===== config.mk =====
export PLATFORM = sky130hd
export DESIGN_NAME = range_selector_with_autorange_top
export DESIGN_NICKNAME = d
export VERILOG_FILES = /design/src/design/rsa_pkg.sv /design/src/design/range_selector_with_autorange_top.sv
export SDC_FILE = /design/constraint.sdc
export NUM_CORES = 1
export LEC_CHECK = 0
export BUFFER_PORTS_ARGS = -buffer_cell sky130_fd_sc_hd__buf_2
export CORE_ASPECT_RATIO = 1.2
export CORE_MARGIN = 2
export CORE_UTILIZATION = 40
export CTS_CLUSTER_SIZE = 8
export DETAILED_ROUTE_END_ITERATION = 8
export GPL_ROUTABILITY_DRIVEN = 0
export PLACE_DENSITY = 0.65
export SYNTH_ARGS = -nofsm -noshare
export SYNTH_HDL_FRONTEND = slang
export SYNTH_SLANG_ARGS = --single-unit

===== constraint.sdc =====
create_clock -name i_clk -period 3.01 [get_ports i_clk]
set_clock_uncertainty 0.05 [all_clocks]
set_input_delay 0 -clock i_clk [delete_from_list [all_inputs] [get_ports i_clk]]
set_output_delay 0 -clock i_clk [all_outputs]
set_load 0.005 [all_outputs]

===== src/design/rsa_pkg.sv =====
// Package for the range selector with auto ranging: transaction payload types,
// range limits, key codes and the relay and display lookup tables.
// No dependencies.
package rsa_pkg;

    // Highest selectable range index
    localparam logic [2:0] TOP_RANGE  = 3'd6;
    // Key port value when no key is pressed (active low)
    localparam logic [7:0] IDLE_KEYS  = 8'hFF;
    // Bit forced into the display byte while auto ranging
    localparam logic [7:0] AUTO_FLAG  = 8'h01;
    // Input mode codes
    localparam logic       MODE_KEYS  = 1'b0;
    localparam logic       MODE_TICK  = 1'b1;
    // Position of the final bit within a shift-out run
    localparam logic [3:0] LAST_SLOT  = 4'd15;

    typedef struct packed {
        logic       mode;
        logic [7:0] keys;
        logic       over_range;
        logic       under_range;
    } t_in_item;

    typedef struct packed {
        logic       serial_bit;
        logic       last_bit;
        logic [2:0] range_now;
        logic       auto_now;
    } t_out_item;

    // Relay drive byte for each range
    function automatic logic [7:0] relay_byte(input logic [2:0] idx);
        logic [7:0] v;
        case (idx)
            3'd0:    v = 8'h60;
            3'd1:    v = 8'h50;
            3'd2:    v = 8'h48;
            3'd3:    v = 8'h44;
            3'd4:    v = 8'h42;
            3'd5:    v = 8'h02;
            3'd6:    v = 8'h01;
            default: v = 8'h00;
        endcase
        return v;
    endfunction

    // Display drive byte for each range
    function automatic logic [7:0] disp_byte(input logic [2:0] idx);
        logic [7:0] v;
        case (idx)
            3'd0:    v = 8'h88;
            3'd1:    v = 8'h24;
            3'd2:    v = 8'h44;
            3'd3:    v = 8'h84;
            3'd4:    v = 8'h22;
            3'd5:    v = 8'h42;
            3'd6:    v = 8'h82;
            default: v = 8'h00;
        endcase
        return v;
    endfunction

endpackage


===== src/design/range_selector_with_autorange_top.sv =====
// Range selector with auto ranging: input register, single-pass update of the
// range state, a frame holding register and a sixteen-bit output shifter.
// Depends on rsa_pkg.
//
// The first bit of a frame is offered once the transaction has passed the input
// register, holding register and shifter, given a free holding register and shifter.
// Throughput: one input transaction per cycle while no frame is produced; each range
// change yields a sixteen-bit frame sent one bit per cycle while the output is ready.
// Reset (synchronous, active low): range 0, auto ranging on, no key latched,
// all pipeline stages empty.
module range_selector_with_autorange_top
    import rsa_pkg::*;
(
    input  logic      i_clk,
    input  logic      i_rst_n,
    input  logic      i_in_valid,
    output logic      o_in_ready,
    input  t_in_item  i_in_data,
    output logic      o_out_valid,
    input  logic      i_out_ready,
    output t_out_item o_out_data
);

    // Input register
    logic       r_in_vld;
    t_in_item   r_in;

    // Architectural state
    logic [2:0] r_range;
    logic       r_auto;
    logic [7:0] r_key_code;
    logic       r_key_pending;

    // Frame holding register
    logic        r_hold_vld;
    logic [15:0] r_hold_word;
    logic [2:0]  r_hold_range;
    logic        r_hold_auto;

    // Output shifter
    logic        r_sh_vld;
    logic [15:0] r_sh_word;
    logic [3:0]  r_cnt;
    logic [2:0]  r_sh_range;
    logic        r_sh_auto;

    // Next-state values from the update logic
    logic [2:0]  n_range;
    logic       n_auto;
    logic [7:0] n_key_code;
    logic       n_key_pending;
    logic       n_emit;
    logic [15:0] n_word;

    logic       out_fire;
    logic       sh_free;
    logic       hold_to_sh;
    logic       hold_free;
    logic       adv;

    logic [7:0] act;
    logic       single_key;
    logic [2:0] key_bit;
    logic [2:0] key_range;
    logic [7:0] disp;

    // Decode of the latched key code: a single active-low key only
    always_comb begin
        act        = ~r_key_code;
        single_key = (act != 8'h00) && ((act & (act - 8'd1)) == 8'h00);
        key_bit    = 3'd0;
        for (int b = 0; b < 8; b++) begin
            if (act[b]) begin
                key_bit = 3'(b);
            end
        end
        key_range = (key_bit == 3'd1) ? 3'd0 : (key_bit - 3'd1);
    end

    // Single-pass update of the range state for the registered transaction
    always_comb begin
        n_range       = r_range;
        n_auto        = r_auto;
        n_key_code    = r_key_code;
        n_key_pending = r_key_pending;
        n_emit        = 1'b0;
        if (r_in.mode == MODE_KEYS) begin
            if (r_key_pending) begin
                if (r_in.keys == IDLE_KEYS && single_key) begin
                    if (key_bit == 3'd0) begin
                        n_auto  = 1'b1;
                        n_range = 3'd0;
                        n_emit  = 1'b1;
                    end else if (key_range <= TOP_RANGE) begin
                        n_auto  = 1'b0;
                        n_range = key_range;
                        n_emit  = 1'b1;
                    end
                end
                n_key_pending = 1'b0;
            end
            if (r_in.keys != IDLE_KEYS) begin
                n_key_code    = r_in.keys;
                n_key_pending = 1'b1;
            end
        end else if (r_auto) begin
            if (r_in.over_range && r_range != 3'd0) begin
                n_range = r_range - 3'd1;
                n_emit  = 1'b1;
            end else if (r_in.under_range && r_range < TOP_RANGE) begin
                n_range = r_range + 3'd1;
                n_emit  = 1'b1;
            end
        end
        disp   = n_auto ? (disp_byte(n_range) | AUTO_FLAG) : disp_byte(n_range);
        n_word = {disp, relay_byte(n_range)};
    end

    // Flow control between the stages
    assign out_fire   = r_sh_vld && i_out_ready;
    assign sh_free    = !r_sh_vld || (out_fire && r_cnt == LAST_SLOT);
    assign hold_to_sh = r_hold_vld && sh_free;
    assign hold_free  = !r_hold_vld || hold_to_sh;
    assign adv        = r_in_vld && (!n_emit || hold_free);
    assign o_in_ready = !r_in_vld || adv;

    // Input register
    always_ff @(posedge i_clk) begin
        if (!i_rst_n) begin
            r_in_vld <= 1'b0;
        end else if (o_in_ready) begin
            r_in_vld <= i_in_valid;
        end
        if (o_in_ready && i_in_valid) begin
            r_in <= i_in_data;
        end
    end

    // State registers, updated when the transaction leaves the input register
    always_ff @(posedge i_clk) begin
        if (!i_rst_n) begin
            r_range       <= 3'd0;
            r_auto        <= 1'b1;
            r_key_code    <= 8'h00;
            r_key_pending <= 1'b0;
        end else if (adv) begin
            r_range       <= n_range;
            r_auto        <= n_auto;
            r_key_code    <= n_key_code;
            r_key_pending <= n_key_pending;
        end
    end

    // Frame holding register
    always_ff @(posedge i_clk) begin
        if (!i_rst_n) begin
            r_hold_vld <= 1'b0;
        end else if (adv && n_emit) begin
            r_hold_vld <= 1'b1;
        end else if (hold_to_sh) begin
            r_hold_vld <= 1'b0;
        end
        if (adv && n_emit) begin
            r_hold_word  <= n_word;
            r_hold_range <= n_range;
            r_hold_auto  <= n_auto;
        end
    end

    // Output shifter, LSB first
    always_ff @(posedge i_clk) begin
        if (!i_rst_n) begin
            r_sh_vld <= 1'b0;
            r_cnt    <= 4'd0;
        end else if (hold_to_sh) begin
            r_sh_vld <= 1'b1;
            r_cnt    <= 4'd0;
        end else if (out_fire) begin
            if (r_cnt == LAST_SLOT) begin
                r_sh_vld <= 1'b0;
            end
            r_cnt <= r_cnt + 4'd1;
        end
        if (hold_to_sh) begin
            r_sh_word  <= r_hold_word;
            r_sh_range <= r_hold_range;
            r_sh_auto  <= r_hold_auto;
        end else if (out_fire) begin
            r_sh_word <= {1'b0, r_sh_word[15:1]};
        end
    end

    // Output transaction
    assign o_out_valid           = r_sh_vld;
    assign o_out_data.serial_bit = r_sh_word[0];
    assign o_out_data.last_bit   = (r_cnt == LAST_SLOT);
    assign o_out_data.range_now  = r_sh_range;
    assign o_out_data.auto_now   = r_sh_auto;

endmodule

==> results.txt, run 1 <==
Result of the run = finished clean
Initial antenna violation count = 0
Number of detailed-route iterations in the first pass = 4
DRC Markers = 0
Number of flops mapped to enable cells by yosys = 48
Final Setup Violations = 0
Number of global-route vias before repair = 2024
Number of max-slew violations in the final report = 0
Leading register cell type out of synthesis = sky130_fd_sc_hd__edfxtp_1
Slew HR = 0.350
Fin worst setup slack = 192 ps
Post-Synthesis Net Count = 281
Area of the core = 0.00758 mm2
Total global routing overflow = 0
Terminating pin of the worst hold path = r_in[6]$_DFFE_PP_
Final worst path period need = 2820 ps
Crit-path leading delay family = compound AO/OA/AOI/OAI gates
Cell row count = 35
Buffers inserted during post-CTS setup optimization = 0
Reg2Reg Launch Point = r_key_code[6]$_SDFFE_PN0P_
Maximum achievable frequency = 355 MHz
Critical path start-end classification = reg -> reg
Worst Hold Launch = i_in_data[6]
Number of max-cap violations = 0
Power density of the placed cells = 570 mW/mm2
Layout cells sized above 1 = 0.199
IR Drop Worst-Case VDD = 0.000364 V
Area of the die = 0.00843 mm2
Detailed-routing wirelength on met1 = 2.29 mm
FF-to-FF setup slack = 190 ps
Cell type of the slowest stage on the worst timing path = sky130_fd_sc_hd__dfxtp_1
Hpwl dp = 3.86 mm
Chip Height = 100 um
Routed met2 length = 2.82 mm
Flops & latches, synth = 68
Number of buffers inserted by port buffering = 22
Starting Density = 0.407
Warnings, synthesis = 0
Number of sinks driven by the clock tree = 68
TritonCTS clock tree = yes
Post-route fraction of the period consumed by the critical path = 0.936
Number of CTS-inserted buffers = 9
DR WL/cell = 13.7 um
Slew at the pin with the worst max-slew slack = 973 ps
Wire length of the first global-routing pass = 9.35 mm
Synthesized area = 0.00308 mm2
R2r endpoint = r_hold_word[14]$_DFFE_PP_
Hold_ws = 308 ps
Pin count of the biggest net entering global routing = 20
Critical path's largest stage delay = 460 ps
Sequential cell area fraction in the yosys report = 0.598
Buffer type at the clock tree root = sky130_fd_sc_hd__clkbuf_8
Share of synthesized registers carrying an async set or reset = 0
Crit path cell chain = nand2_1, a21oi_1, nor2_2, ha_1, or2_1, a211o_1, and3_4, a211o_1, nand2b_1, o22ai_1
Cell repeated most along the worst path = sky130_fd_sc_hd__a211o_1
Final Hold Violating Endpoints = 0
Antenna viol nets, final = 0
Routed via count = 2009
Clock-pin transition on the worst setup and hold timing paths = 70 ps
Number of non-filler instances in the completed layout = 399
Tightest Hold Check Type = in -> reg
Layout overhead on the synthesized area = 19.2%
Data arrival time of the critical path = 2850 ps
Pleak = 0.00139 uW
CTS Buffer Depth = 2
Level count of the clock H-tree = 3
Initial drt markers = 123
Nets = 324
Highest Signal Layer = met4
Most frequent cells in the layout = 48 x sky130_fd_sc_hd__edfxtp_1, 32 x sky130_fd_sc_hd__nand2_1, 22 x sky130_fd_sc_hd__buf_2
Crit path required time = 3040 ps
Post-synth cell types = 48
Final WL = 5.47 mm
Ports placed on the boundary = 23
Metal3 WL = 169 um
R2R cell count = 10
Average cell area after synthesis = 11.9 um2
Total buffers and inverters traversed by the critical path = 0
Critical path depth in cells = 10
Leading cell type in the layout, fill and taps excluded = sky130_fd_sc_hd__edfxtp_1
Pre-CTS worst setup slack = 138 ps
Accumulated negative setup slack = 0 ps
RSZ-0062 raised after global routing = false
DR vias/cell = 5.04
Launching element type of the critical path = flop
Instance count of the mapped netlist = 259
Global-route usage over all layers = 0.145
Nature of the critical path endpoint = flop
Layout fillers = 686
Antenna diode count = 0
Die Width = 84.1 um
Worst skew pair latency = 340 ps
Cells after DPL = 368
Number of cells on the worst hold path = 2
Max FO, Critical Path = 12
## cell type report
| class | instances | area (um2) | area share |
|---|---|---|---|
| Tap cell | 92 | 115 | 0.0313 |
| Inverter | 11 | 41.3 | 0.0112 |
| Clock buffer | 10 | 128 | 0.0347 |
| Clock inverter | 6 | 113 | 0.0306 |
| Sequential cell | 68 | 1840 | 0.501 |
| Timing Repair Buffer | 42 | 298 | 0.0810 |
| Multi-Input combinational cell | 170 | 1140 | 0.310 |
## sequential cells by signal (all words and copies together) (netlist names)
name and count:
r_sh_word 16, r_in 11, r_hold_word 13, r_cnt 4, r_in_vld 1, r_sh_range 3, r_range 3, r_hold_vld 1
r_auto 1, r_sh_auto 1, r_key_pending 1, r_key_code 8, r_hold_range 3, r_hold_auto 1, o_out_valid 1
## synthesized netlist by cell type, types with 5 or more instances
| master | number | area (um2) |
|---|---|---|
| sky130_fd_sc_hd__dfxtp_1 | 20 | 400 |
| sky130_fd_sc_hd__a21oi_1 | 6 | 30.0 |
| sky130_fd_sc_hd__nor2_1 | 19 | 71.3 |
| sky130_fd_sc_hd__o21ai_0 | 10 | 50.1 |
| sky130_fd_sc_hd__nor2b_1 | 7 | 43.8 |
| sky130_fd_sc_hd__inv_1 | 11 | 41.3 |
| sky130_fd_sc_hd__nand2_1 | 32 | 120 |
| sky130_fd_sc_hd__a21boi_0 | 10 | 75.1 |
| sky130_fd_sc_hd__ha_1 | 7 | 87.6 |
| sky130_fd_sc_hd__nand3_1 | 6 | 30.0 |
| sky130_fd_sc_hd__mux2i_1 | 5 | 50.1 |
| sky130_fd_sc_hd__mux2_2 | 11 | 124 |
| sky130_fd_sc_hd__edfxtp_1 | 48 | 1440 |
## cells by family after synthesis
kind of cell             after synthesis  share of synthesized area
buffers and inverters                 21                     0.0337
adder cells (fa/ha/maj)                8                     0.0317
multiplexers                          16                     0.0564
flip-flops                            68                      0.598
AO/OA/AOI/OAI                         50                      0.118
XOR/XNOR                               7                     0.0199
AND/OR/NAND/NOR                       89                      0.143
## repair_timing
item,CTS,global route
endpoints found under the hold margin,28,0
setup endpoints to repair,0,6
resized for setup,0,2
hold buffers,15,0
## power by group
part | switching [uW] | internal, uW
Combinational | 77.3 | 67.2
Sequential | 20.0 | 1040
Clock | 342 | 552
## metal layers
metal | up-vias | GRT usage
met5 | - | 0
met4 | 0 | 0.0893
met3 | 16 | 0.0419
met2 | 35 | 0.252
met1 | 937 | 0.155
li1 | 1021 | -
## worst max-delay path by stage
stage,from,end,slack [ps]
finish,r_key_code[6]$_SDFFE_PN0P_,r_hold_word[14]$_DFFE_PP_,190
global route,r_key_code[2]$_SDFFE_PN0P_,r_hold_word[15]$_DFFE_PP_,10
CTS,r_key_code[5]$_SDFFE_PN0P_,r_hold_word[14]$_DFFE_PP_,110
detailed placement,r_key_code[5]$_SDFFE_PN0P_,r_hold_word[14]$_DFFE_PP_,140
global placement,r_key_code[5]$_SDFFE_PN0P_,r_hold_word[14]$_DFFE_PP_,270
floorplan,r_key_code[5]$_SDFFE_PN0P_,r_hold_word[15]$_DFFE_PP_,400
## metrics by stage
stage	area, um2	total power [uW]	utilization
2_1_floorplan	3080	1170	-
3_3_place_gp	3280	1200	0.433
3_5_place_dp	3280	1210	0.433
4_1_cts	3670	2120	0.485
5_1_grt	3670	2180	0.485
6_report	3670	2100	0.485
Power figures use the tool's default switching activity.
==> run 2: changes to the inputs <==
ABC_AREA = 1   (was not set)
CORE_ASPECT_RATIO = 1.25   (was 1.2)
SKIP_LAST_GASP = 1   (was not set)
==> results.txt, run 2 <==
Number of non-filler instances in the completed layout = 481 (+21%)
Number of max-cap violations = 0 (unchanged)
CTS Buffer Depth = 2 (unchanged)
Leading cell type in the layout, fill and taps excluded = sky130_fd_sc_hd__nand2_1
Largest cells by area after synthesis = sky130_fd_sc_hd__edfxtp_1 46%, sky130_fd_sc_hd__nand2_1 14%, sky130_fd_sc_hd__dfxtp_1 13%
Ports placed on the boundary = 23 (unchanged)
Data arrival time of the critical path = 2520 ps (-330 ps)
Antenna viol nets, final = 0 (unchanged)
Pre-CTS worst setup slack = 409 ps (+271 ps)
Global-route usage over all layers = 0.145 (about the same)
Wire length of the first global-routing pass = 9.26 mm (-0.96%)
Level count of the clock H-tree = 3 (unchanged)
Pleak = 0.00160 uW (+15%)
DR WL/cell = 11.1 um (-19%)
Nature of the critical path endpoint = flop
DRC Markers = 0 (unchanged)
Hpwl dp = 3.84 mm (-0.30%)
Area share of the largest cell type after synthesis = 0.465 (-0.00321)
RSZ-0062 raised after global routing = false
Slew at the pin with the worst max-slew slack = 651 ps (-322 ps)
Area of the core = 0.00744 mm2 (-1.7%)
Total global routing overflow = 0 (unchanged)
Top cells by instance count after synthesis = 113 x sky130_fd_sc_hd__nand2_1, 48 x sky130_fd_sc_hd__edfxtp_1, 44 x sky130_fd_sc_hd__nor2_1
Pin count of the biggest net entering global routing = 19 (-5.0%)
Sequential cell area fraction in the yosys report = 0.594 (-0.00410)
Launching element type of the critical path = flop
Nets = 406 (+25%)
Post-synth cell types = 27 (-44%)
Library cell with the highest instance count after synthesis = sky130_fd_sc_hd__nand2_1
Maximum achievable frequency = 384 MHz (+8.2%)
Slew HR = 0.565 (+0.215)
Number of detailed-route iterations in the first pass = 4 (unchanged)
Hold_ws = 321 ps (+12.9 ps)
Number of flops mapped to enable cells by yosys = 48 (unchanged)
Critical path start-end classification = reg -> reg
Starting Density = 0.417 (+0.0100)
Layout overhead on the synthesized area = 18.2%
Buffer type at the clock tree root = sky130_fd_sc_hd__clkbuf_8
Number of max-slew violations in the final report = 0 (unchanged)
Clock-pin transition on the worst setup and hold timing paths = 80 ps (about the same)
Final worst path period need = 2600 ps (-214 ps)
Final Hold Violating Endpoints = 0 (unchanged)
Routed via count = 2258 (+12%)
Flip-flop count of the largest register, all copies and words added = 16 (unchanged)
Most frequent cells in the layout = 113 x sky130_fd_sc_hd__nand2_1, 48 x sky130_fd_sc_hd__edfxtp_1, 44 x sky130_fd_sc_hd__nor2_1
Leading area contributor after synthesis = sky130_fd_sc_hd__edfxtp_1
Chip Height = 102 um (+2.3%)
Post-route fraction of the period consumed by the critical path = 0.865 (-0.0712)
Number of global-route vias before repair = 2212 (+9.3%)
Layout fillers = 709 (+3.4%)
Crit path required time = 2930 ps (-110 ps)
TritonCTS clock tree = yes
Synthesized area = 0.00310 mm2 (+0.69%)
Cells after DPL = 451 (+23%)
Initial antenna violation count = 0 (unchanged)
Final Setup Violations = 0 (unchanged)
Share of synthesized registers carrying an async set or reset = 0 (unchanged)
Instance count of the mapped netlist = 340 (+31%)
Fin worst setup slack = 406 ps (+214 ps)
Antenna diode count = 0 (unchanged)
DR vias/cell = 4.69 (-6.8%)
Most flop-heavy register = r_sh_word
Worst skew pair latency = 340 ps (about the same)
Accumulated negative setup slack = 0 ps (unchanged)
Layout cells sized above 1 = 0.144 (-0.0547)
Number of CTS-inserted buffers = 9 (unchanged)
Result of the run = finished clean
Final WL = 5.35 mm (-2.1%)
Power density of the placed cells = 565 mW/mm2 (-0.98%)
Number of buffers inserted by port buffering = 22 (unchanged)
Flops & latches, synth = 68 (unchanged)
Max FO, Critical Path = 18 (+6)
Number of sinks driven by the clock tree = 68 (unchanged)
Initial drt markers = 152 (+24%)
Post-Synthesis Net Count = 362 (+29%)
Leading register cell type out of synthesis = sky130_fd_sc_hd__edfxtp_1
Die Width = 82.8 um (-1.6%)
Area of the die = 0.00848 mm2 (+0.67%)
Cell row count = 35 (unchanged)
Tightest Hold Check Type = in -> reg
Average cell area after synthesis = 9.13 um2 (-23%)
Regs by FF count = r_sh_word x16, r_hold_word x13, r_in x11
IR Drop Worst-Case VDD = 0.000404 V (+11%)
Warnings, synthesis = 0 (unchanged)
Buffers inserted during post-CTS setup optimization = 0 (unchanged)
==> run 2: cell types whose count changed after synthesis, moves of 7 or more <==
cell | previous run | this run
sky130_fd_sc_hd__nor2_1 | 19 | 44
sky130_fd_sc_hd__a21boi_0 | 10 | 0
sky130_fd_sc_hd__a21oi_1 | 6 | 13
sky130_fd_sc_hd__nor2b_1 | 7 | 0
sky130_fd_sc_hd__mux2_2 | 11 | 0
sky130_fd_sc_hd__nand3_1 | 6 | 13
sky130_fd_sc_hd__nand2_1 | 32 | 113
sky130_fd_sc_hd__inv_1 | 11 | 35
==> run 2: routing by layer <==
layer | wire, um | track usage | vias up
met2 | 2870 | 0.268 | 38
met4 | 113 | 0.0542 | 0
li1 | - | - | 1183
met5 | 0 | 0 | -
met1 | 2200 | 0.151 | 1026
met3 | 168 | 0.0442 | 11
==> run 2: final cells by class <==
type / instances / area, um2 / area share
Sequential cell: 68 / 1840 / 0.502
Multi-Input combinational cell: 227 / 1080 / 0.294
Timing Repair Buffer: 39 / 273 / 0.0744
Inverter: 39 / 146 / 0.0399
Clock buffer: 9 / 124 / 0.0338
Tap cell: 92 / 115 / 0.0314
Clock inverter: 7 / 91.3 / 0.0249
==> run 2: cell families after synthesis <==
logic type      after synthesis  synth area share
compound gates               30            0.0528
flops                        68             0.594
fa+ha+maj                     7            0.0282
xor+xnor                      4            0.0113
simple gates                186             0.255
buf+inv                      45            0.0593
==> run 2: power breakdown <==
group | total (uW) | switching [uW] | leakage, uW | internal, uW
Sequential | 1070 | 20.9 | 0.000609 | 1050
Combinational | 195 | 123 | 0.000889 | 72.0
Clock | 807 | 345 | 0.000101 | 462
==> run 2: final timing paths <==
path / from / endpoint / slack, ps / cells after the start
worst min-delay path: i_in_data[0] / r_in[0]$_DFFE_PP_ / 320 / 2
worst max register to register: r_range[0]$_SDFFE_PN0P_ / r_hold_word[6]$_DFFE_PP_ / 410 / 12
worst max-delay path: r_range[0]$_SDFFE_PN0P_ / r_hold_word[6]$_DFFE_PP_ / 410 / 12
worst min register to register: r_hold_range[0]$_DFFE_PP_ / r_sh_range[0]$_DFFE_PP_ / 370 / 0
==> run 2: through the flow <==
step           utilization  instance area, um2  power [uW]
5_1_grt              0.493                3670        2170
4_1_cts              0.493                3670        2100
3_5_place_dp         0.445                3310        1270
2_1_floorplan            -                3100        1220
3_3_place_gp         0.445                3310        1270
6_report             0.493                3670        2070
==> run 2: repair_timing <==
item | in CTS | in global routing
hold buffers | 14 | 0
resized for setup | 0 | 0
endpoints found under the hold margin | 25 | 0
==> run 2: worst max-delay path, stage by stage, from the launching register on <==
cell and delay [ps]:
sky130_fd_sc_hd__dfxtp_1 360, sky130_fd_sc_hd__inv_1 140, sky130_fd_sc_hd__ha_1 160, sky130_fd_sc_hd__nand2_1 50, sky130_fd_sc_hd__nand2_1 150, sky130_fd_sc_hd__nand2_1 80, sky130_fd_sc_hd__nand2_1 90, sky130_fd_sc_hd__inv_1 70
sky130_fd_sc_hd__nand2_1 100, sky130_fd_sc_hd__nand2_2 100, sky130_fd_sc_hd__a21boi_2 310, sky130_fd_sc_hd__nand2_1 80, sky130_fd_sc_hd__inv_1 490
